$ cat src/rtl/core/sldec_pkg.sv
package sldec_pkg;

	// payload byte count at which the frame is aborted
	localparam int unsigned MAX_PAYLOAD = 256;
	localparam int unsigned OFF_W = $clog2(MAX_PAYLOAD + 1);
	localparam int unsigned LEN_CMP_W = 17;

	localparam logic [7:0] SYNC1 = 8'h5A;
	localparam logic [7:0] SYNC2 = 8'hA5;
	localparam logic [15:0] CRC_POLY = 16'h1021;
	localparam logic [15:0] CRC_MSB = 16'h8000;

	// frame status codes
	localparam logic [1:0] ST_NONE = 2'd0;
	localparam logic [1:0] ST_GOOD = 2'd1;
	localparam logic [1:0] ST_BAD_CRC = 2'd2;
	localparam logic [1:0] ST_OVERFLOW = 2'd3;

	typedef struct packed {
		logic payload_valid;
		logic [7:0] payload_byte;
		logic [7:0] byte_index;
		logic [1:0] frame_status;
		logic [31:0] good_frames;
		logic [31:0] bad_crc_frames;
	} result_t;

	// crc-16 0x1021 update by one byte, msb first
	function automatic logic [15:0] crc_byte(input logic [15:0] crc_in, input logic [7:0] b);
		logic [15:0] crc;
		crc = crc_in ^ {b, 8'h00};
		for (int k = 0; k < 8; k++) begin
			if ((crc & CRC_MSB) != 16'h0000)
				crc = {crc[14:0], 1'b0} ^ CRC_POLY;
			else
				crc = {crc[14:0], 1'b0};
		end
		return crc;
	endfunction

	// crc after both sync bytes, starting from zero
	localparam logic [15:0] SYNC_CRC = crc_byte(crc_byte(16'h0000, SYNC1), SYNC2);

endpackage

$ cat src/rtl/core/sldec_if.sv
interface sldec_rx_if;
	logic valid;
	logic ready;
	logic [7:0] rx_byte;

	modport source (output valid, output rx_byte, input ready);
	modport sink (input valid, input rx_byte, output ready);
endinterface

interface sldec_res_if;
	logic valid;
	logic ready;
	logic payload_valid;
	logic [7:0] payload_byte;
	logic [7:0] byte_index;
	logic [1:0] frame_status;
	logic [31:0] good_frames;
	logic [31:0] bad_crc_frames;

	modport source (output valid, output payload_valid, output payload_byte,
		output byte_index, output frame_status, output good_frames,
		output bad_crc_frames, input ready);
	modport sink (input valid, input payload_valid, input payload_byte,
		input byte_index, input frame_status, input good_frames,
		input bad_crc_frames, output ready);
endinterface

$ cat src/rtl/core/sldec_core.sv
module sldec_core
	import sldec_pkg::*;
(
	input  logic clk,
	input  logic arst_n,
	input  logic step,
	input  logic [7:0] byte_in,
	output result_t result
);

	localparam logic [2:0] PH_IDLE = 3'd0;
	localparam logic [2:0] PH_SYNC2 = 3'd1;
	localparam logic [2:0] PH_LEN_LO = 3'd2;
	localparam logic [2:0] PH_LEN_HI = 3'd3;
	localparam logic [2:0] PH_CRC_LO = 3'd4;
	localparam logic [2:0] PH_CRC_HI = 3'd5;
	localparam logic [2:0] PH_DATA = 3'd6;

	logic [2:0] phase_q, phase_d;
	logic [15:0] len_q, len_d;
	logic [15:0] exp_crc_q, exp_crc_d;
	logic [15:0] crc_q, crc_d;
	logic [OFF_W-1:0] off_q, off_d;
	logic [31:0] good_q, good_d;
	logic [31:0] bad_q, bad_d;
	logic [15:0] crc_upd;
	logic [OFF_W-1:0] off_inc;

	assign crc_upd = crc_byte(crc_q, byte_in);
	assign off_inc = off_q + OFF_W'(1);

	// next state and result for the byte at hand
	always_comb begin
		phase_d = phase_q;
		len_d = len_q;
		exp_crc_d = exp_crc_q;
		crc_d = crc_q;
		off_d = off_q;
		good_d = good_q;
		bad_d = bad_q;
		result.payload_valid = 1'b0;
		result.payload_byte = 8'h00;
		result.byte_index = 8'h00;
		result.frame_status = ST_NONE;
		case (phase_q)
			PH_IDLE: begin
				if (byte_in == SYNC1)
					phase_d = PH_SYNC2;
			end
			PH_SYNC2: begin
				if (byte_in == SYNC2) begin
					crc_d = SYNC_CRC;
					phase_d = PH_LEN_LO;
				end
			end
			PH_LEN_LO: begin
				len_d = {8'h00, byte_in};
				crc_d = crc_upd;
				phase_d = PH_LEN_HI;
			end
			PH_LEN_HI: begin
				len_d = {byte_in, len_q[7:0]};
				crc_d = crc_upd;
				phase_d = PH_CRC_LO;
			end
			PH_CRC_LO: begin
				exp_crc_d = {8'h00, byte_in};
				phase_d = PH_CRC_HI;
			end
			PH_CRC_HI: begin
				exp_crc_d = {byte_in, exp_crc_q[7:0]};
				off_d = '0;
				phase_d = PH_DATA;
			end
			PH_DATA: begin
				result.payload_valid = 1'b1;
				result.payload_byte = byte_in;
				result.byte_index = 8'(off_q);
				crc_d = crc_upd;
				off_d = off_inc;
				// buffer limit is checked ahead of the length
				if (LEN_CMP_W'(off_inc) >= LEN_CMP_W'(MAX_PAYLOAD)) begin
					result.frame_status = ST_OVERFLOW;
					phase_d = PH_IDLE;
				end else if (LEN_CMP_W'(off_inc) >= LEN_CMP_W'(len_q)) begin
					if (crc_upd == exp_crc_q) begin
						good_d = good_q + 32'd1;
						result.frame_status = ST_GOOD;
					end else begin
						bad_d = bad_q + 32'd1;
						result.frame_status = ST_BAD_CRC;
					end
					phase_d = PH_IDLE;
				end
			end
			default: begin
				phase_d = PH_IDLE;
			end
		endcase
		result.good_frames = good_d;
		result.bad_crc_frames = bad_d;
	end

	// frame state
	always_ff @(posedge clk or negedge arst_n) begin
		if (!arst_n) begin
			phase_q <= PH_IDLE;
			len_q <= '0;
			exp_crc_q <= '0;
			crc_q <= '0;
			off_q <= '0;
			good_q <= '0;
			bad_q <= '0;
		end else if (step) begin
			phase_q <= phase_d;
			len_q <= len_d;
			exp_crc_q <= exp_crc_d;
			crc_q <= crc_d;
			off_q <= off_d;
			good_q <= good_d;
			bad_q <= bad_d;
		end
	end

endmodule

$ cat src/rtl/core/sync_length_crc_frame_decoder_top.sv
// path: a byte accepted is held in the input register, and its result is written to the
//   result register when the core steps on it, which waits while that register is full
// throughput: one byte per clock, held off only while the result register is full
//   and not being taken; the crc update and frame checks are combinational
// reset: phase returns to sync hunting, length, crcs, offset and frame
//   counters clear, and no result is pending
module sync_length_crc_frame_decoder_top
	import sldec_pkg::*;
(
	input  logic clk,
	input  logic arst_n,
	sldec_rx_if.sink rx,
	sldec_res_if.source res
);

	logic valid_s1;
	logic [7:0] rx_byte_s1;
	logic res_valid_q;
	result_t res_q;
	result_t res_d;
	logic advance;
	logic step;

	assign advance = !res_valid_q || res.ready;
	assign step = valid_s1 && advance;
	assign rx.ready = !valid_s1 || advance;

	// input register
	always_ff @(posedge clk or negedge arst_n) begin
		if (!arst_n) begin
			valid_s1 <= 1'b0;
		end else if (rx.valid && rx.ready) begin
			valid_s1 <= 1'b1;
		end else if (advance) begin
			valid_s1 <= 1'b0;
		end
	end

	always_ff @(posedge clk) begin
		if (rx.valid && rx.ready)
			rx_byte_s1 <= rx.rx_byte;
	end

	sldec_core u_core (
		.clk     (clk),
		.arst_n  (arst_n),
		.step    (step),
		.byte_in (rx_byte_s1),
		.result  (res_d)
	);

	// result register
	always_ff @(posedge clk or negedge arst_n) begin
		if (!arst_n) begin
			res_valid_q <= 1'b0;
		end else if (step) begin
			res_valid_q <= 1'b1;
		end else if (res.ready) begin
			res_valid_q <= 1'b0;
		end
	end

	always_ff @(posedge clk) begin
		if (step)
			res_q <= res_d;
	end

	assign res.valid = res_valid_q;
	assign res.payload_valid = res_q.payload_valid;
	assign res.payload_byte = res_q.payload_byte;
	assign res.byte_index = res_q.byte_index;
	assign res.frame_status = res_q.frame_status;
	assign res.good_frames = res_q.good_frames;
	assign res.bad_crc_frames = res_q.bad_crc_frames;

endmodule
$ cat src/flat_wrapper.sv
// flat-port wrapper written by rule: the top's interface ports become plain ports
module sync_length_crc_frame_decoder_top_flat import sldec_pkg::*;
  (clk, arst_n, rx_valid, rx_rx_byte, rx_ready, res_valid, res_payload_valid, res_payload_byte, res_byte_index, res_frame_status, res_good_frames, res_bad_crc_frames, res_ready);
  sldec_rx_if rx_i ();
  sldec_res_if res_i ();
  input  logic clk;
  input  logic arst_n;
  input wire logic [$bits(rx_i.valid)-1:0] rx_valid;
  input wire logic [$bits(rx_i.rx_byte)-1:0] rx_rx_byte;
  output wire logic [$bits(rx_i.ready)-1:0] rx_ready;
  output wire logic [$bits(res_i.valid)-1:0] res_valid;
  output wire logic [$bits(res_i.payload_valid)-1:0] res_payload_valid;
  output wire logic [$bits(res_i.payload_byte)-1:0] res_payload_byte;
  output wire logic [$bits(res_i.byte_index)-1:0] res_byte_index;
  output wire logic [$bits(res_i.frame_status)-1:0] res_frame_status;
  output wire logic [$bits(res_i.good_frames)-1:0] res_good_frames;
  output wire logic [$bits(res_i.bad_crc_frames)-1:0] res_bad_crc_frames;
  input wire logic [$bits(res_i.ready)-1:0] res_ready;
  assign rx_i.valid = rx_valid;
  assign rx_i.rx_byte = rx_rx_byte;
  assign rx_ready = rx_i.ready;
  assign res_valid = res_i.valid;
  assign res_payload_valid = res_i.payload_valid;
  assign res_payload_byte = res_i.payload_byte;
  assign res_byte_index = res_i.byte_index;
  assign res_frame_status = res_i.frame_status;
  assign res_good_frames = res_i.good_frames;
  assign res_bad_crc_frames = res_i.bad_crc_frames;
  assign res_i.ready = res_ready;
  sync_length_crc_frame_decoder_top u_core (.clk(clk), .arst_n(arst_n), .rx(rx_i), .res(res_i));
endmodule
$ cat config.mk
export PLATFORM = sky130hd
export DESIGN_NAME = sync_length_crc_frame_decoder_top_flat
export DESIGN_NICKNAME = d
export VERILOG_FILES = /design/src/rtl/core/sldec_pkg.sv /design/src/rtl/core/sldec_if.sv /design/src/rtl/core/sldec_core.sv /design/src/rtl/core/sync_length_crc_frame_decoder_top.sv /design/src/flat_wrapper.sv
export SDC_FILE = /design/constraint.sdc
export NUM_CORES = 1
export LEC_CHECK = 0
export ABC_AREA = 1
export ABC_CLOCK_PERIOD_IN_PS = 3250
export BUFFER_PORTS_ARGS = -buffer_cell sky130_fd_sc_hd__buf_4
export CAP_MARGIN = 10
export CORE_MARGIN = 5
export CORE_UTILIZATION = 55
export CTS_CLUSTER_DIAMETER = 80
export DETAILED_ROUTE_END_ITERATION = 16
export GPL_TIMING_DRIVEN = 0
export PLACE_DENSITY = 0.83
export SYNTH_ARGS = -nofsm -noshare
export SYNTH_HDL_FRONTEND = slang
export SYNTH_SLANG_ARGS = --single-unit
$ cat constraint.sdc
create_clock -name clk -period 3.25 [get_ports clk]
set_input_delay 0.1625 -clock clk [delete_from_list [all_inputs] [get_ports clk]]
set_output_delay 0.1625 -clock clk [all_outputs]
set_load 0.01 [all_outputs]
==> Word level (Yosys, flattened, before mapping) <==
Cells that the tools add are included.
W data, S select, Z words.
{ "word_totals": {"reg_bits": 217, "elab_cells": 101} }
{ "classes": {"n_addsub": 3, "n_lt_le_gt_ge": 2, "eq_ne": 12, "mux": 34, "bitwise": 11, "n_reduce_logical": 21} }
{ "ops": {"columns": ["cell", "count"], "rows": [
  ["$mux W32", 8],
  ["$mux W13", 8],
  ["$pmux W16 S2", 3],
  ["$add A32 B1 Y32 const B", 2],
  ["$not A3 Y3", 8],
  ["$pmux W3 S7", 1],
  ["$mux W19", 1],
  ["$pmux W9 S2", 1],
  ["$eq A16 B16 Y1", 1],
  ["$ge A9 B16 Y1", 1],
  ["$mux W16", 1],
  ["$xor A16 B16 Y16", 1],
  ["$mux W3", 4],
  ["$reduce_bool A2 Y1", 6],
  ["$add A9 B1 Y9 const B", 1],
  ["$eq A3 B3 Y1 const B", 3],
  ["$ge A9 B9 Y1 const B", 1],
  ["$reduce_and A3 Y1", 3],
  ["$eq A8 B7 Y1 const B", 1],
  ["$eq A8 B8 Y1 const B", 1],
  ["$eq A3 B2 Y1 const B", 2],
  ["$mux W2", 3],
  ["$reduce_and A2 Y1", 3],
  ["$mux W1", 4],
  ["other kinds (10)", 15]
]} }

==> Logic depth before layout (Yosys ltp) <==
Gate-level depths: netlist (run 1).
{ "depth": {"ltp_word": 22, "mapped_depth": 26, "depth_no_buf": 25} }

==> Hierarchy <==
From an unflattened synthesis (run 1), not the netlist that was laid out.
{ "hier_totals": {"hier_cells": 1469, "hier_area_um2": 11414.7} }
{ "by_module_without_submodules": {"columns": ["module", "n_inst", "cells_per_inst", "area_each_um2", "seq_area_each_um2"], "rows": [
  ["sldec_core", 1, 1366, 8587.0, 3103.0],
  ["sync_length_crc_frame_decoder_top", 1, 103, 2827.7, 2782.7]
]} }

==> Worst setup path after synthesis (run 1) <==
OpenSTA, ideal clock, no wires.
{ "synth_path": {"path_type": "reg-to-reg", "startpoint": "reg u_core.u_core.off_q[0]", "endpoint": "reg u_core.res_q, in the netlist u_core.res.bad_crc_frames[7], data pin", "t_arrival_ns": 2.576, "t_required_ns": 2.995, "slack_ns": 0.420, "path_stages_with_launch": 17, "n_path_buf": 0, "path_cell_list": "dfrtp_1 -> ha_1 -> nand3_1 -> nor2_2 -> nand3_1 -> xor2_2 -> inv_1 -> ha_1 -> inv_1 -> nor2_1 -> and3_1 -> nand2_1 -> nand2_1 -> nand2_1 -> nor2_2 -> o21ai_0 -> and2_1"} }
{ "synth_lines": {"columns": ["element", "line", "rtl"], "rows": [
  ["start: declaration", "sldec_core.sv:23", "logic [OFF_W-1:0] off_q, off_d;"],
  ["start signal: assignment", "sldec_core.sv:111", "off_q <= '0;"],
  ["start signal: assignment", "sldec_core.sv:119", "off_q <= off_d;"],
  ["end signal: assignment", "sync_length_crc_frame_decoder_top.sv:65", "res_q <= res_d;"],
  ["end: declaration", "sync_length_crc_frame_decoder_top.sv:19", "result_t res_q;"]
]} }

==> impl_results.md, run 1 <==
- Fmax: 323 MHz
- Clock Skew: 0.00892 ns
- Post-synth top area share: ~28%
- Worst Reg-to-Reg Cells: 17
- Nets: approximately 1600
- Port bufs: between 90 and 100
- Seq/Total Area, Yosys: 51.5%
- Detailed-route DRC error count: 0
- Min-Delay Path Class: input port to asynchronous set/reset pin
- RSZ-0062 raised after global routing: yes
- Total Wirelength: 29700 µm
- Worst-path cell chain: ha_2 > nand3_2 > nor2_4 > nand3_2 > xor2_4 > inv_1 > ha_1 > inv_1 > nor2_1 > and3_1 > nand2_1 > nand2_2 > nand2_2 > nor2_4 > buf_6 > nand3_1 > and2_1
- Sw Ratio: 35.0%
- Worst vdd ir: ~0.38 mV
- Die area: ~24000 µm²
- Power per standard cell area: 680 nW/µm²
- Sink Count: 217
- DRT Pass-1 Iters: 6
- Primary FF master, synth: dfrtp_1
- Top cells by count, synth: 501 x nand2_1, 154 x inv_1, 126 x dfrtp_1
- FF+latch count, synth: 217
- Internal: about 0.006 W
- Starting Density: 56.1%
- EDFF count, synth: 91
- Post-synthesis cell area: 11400 µm²
- GPL Wtd Cong: between 0.9 and 1
- Switch Pwr: 0.00323 W
- All-Layer GR Usage: 24.6%
- Worst Setup Start Kind: register
- Critical path required time: between 3 and 4 ns
- Post-synth ARST share: roughly three fifths
- CTS root buffer: clkbuf_16
- # H-tree levels: 1
- Largest net degree at the start of global routing: 94
- Final hold viol count: 0
- Antenna-violating nets left: 0
- Reg power frac: 41.7%
- Most common cell in the synthesized netlist: nand2_1
- Crit Path Class: register to register
- CTS tree: done
- Total congestion overflow: 0
- Status: complete, no violations
- Final Util: 66.6%
- Fin crit share: 95.3%
- Via count: between 10000 and 15000
- Max Cap Violations: 0
- Slew headroom: 38.2%
- Number of global-route vias before repair: 9943
- First-pass GRT wire length: slightly below 50000 µm
- Iter 0 DRT Violations: between 900 and 1000
- Critical Path AT: 3.35 ns
- Syn-to-layout area delta: 18.8%
- Longest Clk Path Bufs: 3
- Clock network power share: 28.9%
- # diodes: 0
- Clock latency at the later pin of the worst-skew pair: 0.51 ns
- R2R setup slack: ~0.15 ns
- Worst path slowest cell: dfrtp_1
- Num rows: 52
- Worst r2r src: u_core.u_core.off_q[0]
- Proportion of layout cells with a drive suffix above 1: 13.7%
- Post-synth top area cell: dfrtp_1
- Syn avg cell area: 8.01 µm²
- Final Max Slew Viols: 0
- Layout Cells excl Fill: 1856
- Placed cells: 1793
- Placed Area: 12500 µm²
- Final setup fails: 0
- Fin crit period: 3.10 ns
- Initial antenna violation count: 0
- Number of vias per cell: around 5.5
- Routed length per instance: 16.0 µm
- Syn nets: 1448
- Die W: 154 µm
- HPWL Detailed: 20800 µm
- Num CTS Buffers: 23
- Critical path's top delay family: simple AND/OR/NAND/NOR gates
- Pleak: about 6.3 nW
- Design area: 13600 µm²
- Area contributors post-synth: dfrtp_1 28%, edfxtp_1 24%, nand2_1 16%, inv_1 5.1%, nand3_1 5.0%
- Die height: 154 µm
- Crit path buffers/inverters: 3
- Least-Margin Pin Slew: around 0.93 ns
- Critical Path Sink Type: register
- Number of distinct library cells after synthesis: 40
- Largest stage delay, worst path: 0.38 ns
- Comb power frac: 29.4%
- Reg clk slew, reported paths: 0.06 ns
- CP max FO: 9
- IO Count: a little under 100
- Fillcell total: 1606
- Core footprint: 20400 µm²
- Syn Inst Count: roughly 1400
- Reg-to-reg endpoint: u_core.res.good_frames[30]
- Yosys warns: 0
-- state kept, by name (all words and copies together) (netlist names) --
register / flops
u_core.res.bad_crc_frames: 32
u_core.res.good_frames: 32
u_core.u_core.bad_q: 32
u_core.u_core.good_q: 32
u_core.u_core.crc_q: 16
u_core.u_core.exp_crc_q: 16
u_core.u_core.len_q: 16
u_core.u_core.off_q: 9
u_core.res.byte_index: 8
u_core.res.payload_byte: 8
u_core.rx_byte_s1: 8
u_core.u_core.phase_q: 3
u_core.res.frame_status: 2
u_core.res.payload_valid: 1
u_core.res.valid: 1
u_core.valid_s1: 1
-- stage by stage --
stage                     total power (W)  worst slack, ns  setup TNS, ns  hold slack (ns)
after floorplan                   0.00557            0.420              0           -0.133
after global placement            0.00631           -0.160          -5.32            0.343
after detailed placement          0.00646           -0.242          -5.98           0.0842
after CTS                         0.00918         -0.00622       -0.00622            0.107
after global routing              0.00976          -0.0784          -1.70            0.151
final                             0.00922            0.152              0            0.116
-- layout make-up --
type | count | area, µm² | area share [%]
Buffer | 35 | 199 | 1.47
Clock buffer | 36 | 654 | 4.82
Clock inverter | 5 | 100 | 0.738
Inverter | 167 | 627 | 4.62
Multi-Input combinational cell | 1007 | 4800 | 35.4
Sequential cell | 217 | 5890 | 43.4
Tap cell | 270 | 338 | 2.49
Timing Repair Buffer | 119 | 967 | 7.13
-- timing repair --
| action | CTS | global route |
|---|---|---|
| gates resized for setup | 11 | 13 |
| hold buffers | 12 | 0 |
| endpoints found under the hold margin | 71 | 0 |
| pin swaps | 3 | 3 |
| cloned | 1 | 0 |
| endpoints found under the setup margin | 75 | 126 |
| buffers inserted | 4 | 5 |
-- kinds of logic after synthesis --
kind of cell / Yosys count / share of synthesized area [%]
AO/OA/AOI/OAI: 112 / 5.27
flip-flops: 217 / 51.5
XOR/XNOR: 17 / 1.50
AND/OR/NAND/NOR: 866 / 33.4
buffers and inverters: 202 / 7.10
adder cells (fa/ha/maj): 11 / 1.21
-- placed cells by master (no fill, tap or decap), drive strengths merged --
master       Yosys  final
nor3b            2      2
clkinv           2      4
clkbuf          20     56
o21ai           71     71
dlygate4sd3      0     12
and2            15     15
xnor2            1      1
edfxtp          91     91
o22ai            3      3
nand3b          16     16
o21bai           5      5
a21oi           26     26
and3             1      1
dfrtp          126    126
buf             15    122
nand4           38     38
nor4            10     10
xor2            16     16
bufinv           0      3
inv            165    165
ha              11     11
o31ai            2      2
nand2          516    516
nor3            27     27
o211ai           2      2
nor2           123    124
a31oi            3      3
nand3          118    118
-- power by group through the flow --
stage,sequential [W],combinational [W],clock (W)
floorplan,0.00385,0.00171,0
global placement,0.00386,0.00245,0
detailed placement,0.00387,0.00259,0
CTS,0.00383,0.00265,0.00269
global route,0.00390,0.00305,0.00281
finish,0.00385,0.00271,0.00266
-- worst max path at each step --
stage                                 startpoint                      endpoint  slack [ns]  depth (start not counted)
after floorplan           u_core.u_core.off_q[0]  u_core.res.bad_crc_frames[7]        0.42                         16
after global placement    u_core.u_core.off_q[0]  u_core.res.bad_crc_frames[7]       -0.16                         16
after detailed placement  u_core.u_core.off_q[0]  u_core.res.bad_crc_frames[7]       -0.24                         16
after CTS                 u_core.u_core.off_q[2]    u_core.res.good_frames[20]      -0.006                         21
after global routing      u_core.u_core.off_q[2]    u_core.res.good_frames[15]       -0.08                         21
final                     u_core.u_core.off_q[0]    u_core.res.good_frames[30]        0.15                         17
-- metal layers --
layer,track usage (%),share of wire [%],wire length (µm),vias up
met5,0,0,0,-
met4,7.11,2.6,770,0
met3,2.92,7.0,2090,55
met2,41.7,48,14300,405
met1,33.6,42,12500,4822
li1,-,-,-,4909
-- worst register-to-register path, stage by stage, from the launching register on --
cell	delay, ns
dfrtp_1	0.38
ha_2	0.23
nand3_2	0.11
nor2_4	0.13
nand3_2	0.12
xor2_4	0.21
inv_1	0.08
ha_1	0.27
inv_1	0.06
nor2_1	0.13
and3_1	0.18
nand2_1	0.08
nand2_2	0.12
nand2_2	0.11
nor2_4	0.17
buf_6	0.16
nand3_1	0.09
and2_1	0.21
(Power assumes the default switching activity.)
==> run 2, diff against run 1 <==
- RECOVER_POWER: unset -> 100
==> impl_results.md, run 2 (same netlist as run 1, synthesis figures left out) <==
- Final setup fails: 0 (unchanged)
- Critical Path Sink Type: register
- Min-Delay Path Class: input port to register
- Reg power frac: 42.2% (+0.5 points)
- First-pass GRT wire length: 48600 µm (unchanged)
- Failing checks: capacitance limit, slew limit
- Final Max Slew Viols: 34 (+34)
- Sink Count: 217 (unchanged)
- Antenna-violating nets left: 0 (unchanged)
- Fmax: 322 MHz (-0.12%)
- CP max FO: 9 (unchanged)
- Placed Area: 12500 µm² (unchanged)
- Sum Neg Setup Slack: 0 ns (unchanged)
- DRT Pass-1 Iters: 6 (unchanged)
- Clock Skew: 0.00830 ns (-0.000626 ns)
- Fin crit share: 95.4% (+0.12 points)
- Die W: 154 µm (unchanged)
- Worst vdd ir: 0.387 mV (+0.81%)
- Largest net degree at the start of global routing: 94 (unchanged)
- Final Util: 65.0% (-1.6 points)
- Least-Margin Pin Slew: 2.08 ns (+1.15 ns)
- Final hold viol count: 0 (unchanged)
- Nets: 1593 (unchanged)
- All-Layer GR Usage: 24.6% (unchanged)
- Core footprint: 20400 µm² (unchanged)
- CTS tree: done
- Num CTS Buffers: 23 (unchanged)
- Commonest non-fill, non-tap cells in the layout: 494 x nand2_1, 154 x inv_1, 126 x dfrtp_1
- Port bufs: 96 (unchanged)
- Initial antenna violation count: 0 (unchanged)
- Pleak: 5.95 nW (-5.2%)
- Proportion of layout cells with a drive suffix above 1: 8.26% (-5.4 points)
- RSZ-0062 raised after global routing: yes
- Detailed-route DRC error count: 0 (unchanged)
- Power per standard cell area: 687 nW/µm² (+1.1%)
- Die area: 23700 µm² (unchanged)
- Number of global-route vias before repair: 9943 (unchanged)
- Die height: 154 µm (unchanged)
- Hold_sp: rx_rx_byte[6]
- Via count: 10200 (+0.11%)
- Comb power frac: 28.6% (-0.8 points)
- Critical Path AT: 3.35 ns (about the same)
- Iter 0 DRT Violations: 1002 (+10%)
- Largest stage delay, worst path: 0.38 ns (about the same)
- IO Count: 97 (unchanged)
- Design area: 13200 µm² (-2.4%)
- Clock network power share: 29.2% (+0.3 points)
- Worst r2r src: u_core.u_core.off_q[0]
- Critical path's top delay family: simple AND/OR/NAND/NOR gates
- Syn-to-layout area delta: 16.0%
- Internal: 0.00588 W (-1.8%)
- Worst path slowest cell: dfrtp_1
- Number of vias per cell: 5.50 (+0.11%)
- Fillcell total: 1735 (+8.0%)
- Crit path buffers/inverters: 3 (unchanged)
- Num rows: 52 (unchanged)
- Worst-path cell chain: ha_2 > nand3_2 > nor2_4 > nand3_2 > xor2_4 > inv_1 > ha_1 > inv_1 > nor2_1 > and3_1 > nand2_1 > nand2_2 > nand2_2 > nor2_4 > buf_6 > nand3_1 > and2_1
- Critical path required time: 3.50 ns (about the same)
- Area taken by multi-input logic gates: 4800 µm² (unchanged)
- Reg clk slew, reported paths: 0.06 ns (about the same)
- Worst Setup Start Kind: register
- Clock latency at the later pin of the worst-skew pair: 0.51 ns (about the same)
- Routed length per instance: 16.0 µm (about the same)
- Starting Density: 56.1% (unchanged)
- Max Cap Violations: 1 (+1)
- # H-tree levels: 1 (unchanged)
- # diodes: 0 (unchanged)
- Status: finished, violations left
- Setup crit start: u_core.u_core.off_q[0]
- HPWL Detailed: 20800 µm (unchanged)
- Most common cell after layout, fill and taps aside: nand2_1
- CTS root buffer: clkbuf_16
- Slew headroom: -38.5% (-77 points)
- Crit Path Class: register to register
- GPL Wtd Cong: 0.947 (unchanged)
- Total Wirelength: 29700 µm (about the same)
- Sequential cell area: 5890 µm² (unchanged)
- Fin crit period: 3.10 ns (+0.00383 ns)
- Total congestion overflow: 0 (unchanged)
- Switch Pwr: 0.00321 W (-0.43%)
- Longest Clk Path Bufs: 3 (unchanged)
- Sw Ratio: 35.3% (+0.33 points)
run 2: cell count changes in the layout (fill, tap and decap cells not counted), sizes merged:
| cell | previous run | this run |
|---|---|---|
| clkbuf | 56 | 151 |
| buf | 122 | 27 |
run 2: power groups by stage:
stage	registers (W)	logic (W)	clock network [W]
after global routing	0.00390	0.00295	0.00281
after CTS	0.00383	0.00265	0.00269
final	0.00384	0.00260	0.00266
after floorplan	0.00385	0.00171	0
after global placement	0.00386	0.00245	0
after detailed placement	0.00387	0.00259	0
run 2: cell type report:
cell class              count  area share (%)
repair buffers            119            4.84
well taps                 270            2.55
clock inverters             5           0.756
flip-flops and latches    217            44.4
plain buffers              35            1.50
clock buffers              36            4.94
multi-input cells        1007            36.2
inverters                 167            4.73
run 2: what timing repair did:
item                                    4_1_cts  5_1_grt
gates resized for setup                      11       13
cloned                                        1        0
setup buffers                                 4        5
pin swaps                                     3        3
hold buffers                                 12        0
endpoints found under the setup margin       75      126
hold endpoints to repair                     71        0
run 2: final timing paths:
kind,to,slack (ns),cells past startpoint
max,u_core.res.good_frames[30],0.15,17
min,u_core.rx_byte_s1[6],0.40,2
max reg2reg,u_core.res.good_frames[30],0.15,17
min reg2reg,u_core.u_core.bad_q[16],0.51,2
max in group asynchronous,u_core.u_core.bad_q[31],1.18,3
min in group asynchronous,u_core.u_core.crc_q[3],0.79,2
run 2: metal layers:
layer,share of wire [%],vias to the layer above,global-route usage (%)
met3,7.2,57,2.92
met2,48,403,41.7
met1,42,4845,33.6
met4,2.6,0,7.11
met5,0,-,0
li1,-,4897,-
run 2: per-stage QoR:
step                      std cells  worst slack, ns  power (W)  hold WS [ns]
after floorplan                1425            0.420    0.00557        -0.133
after global placement         1791           -0.160    0.00631         0.343
after detailed placement       1793           -0.242    0.00646        0.0842
after CTS                      1851         -0.00622    0.00918         0.107
after global routing           1856          -0.0784    0.00966         0.410
final                          1856            0.149    0.00910         0.401
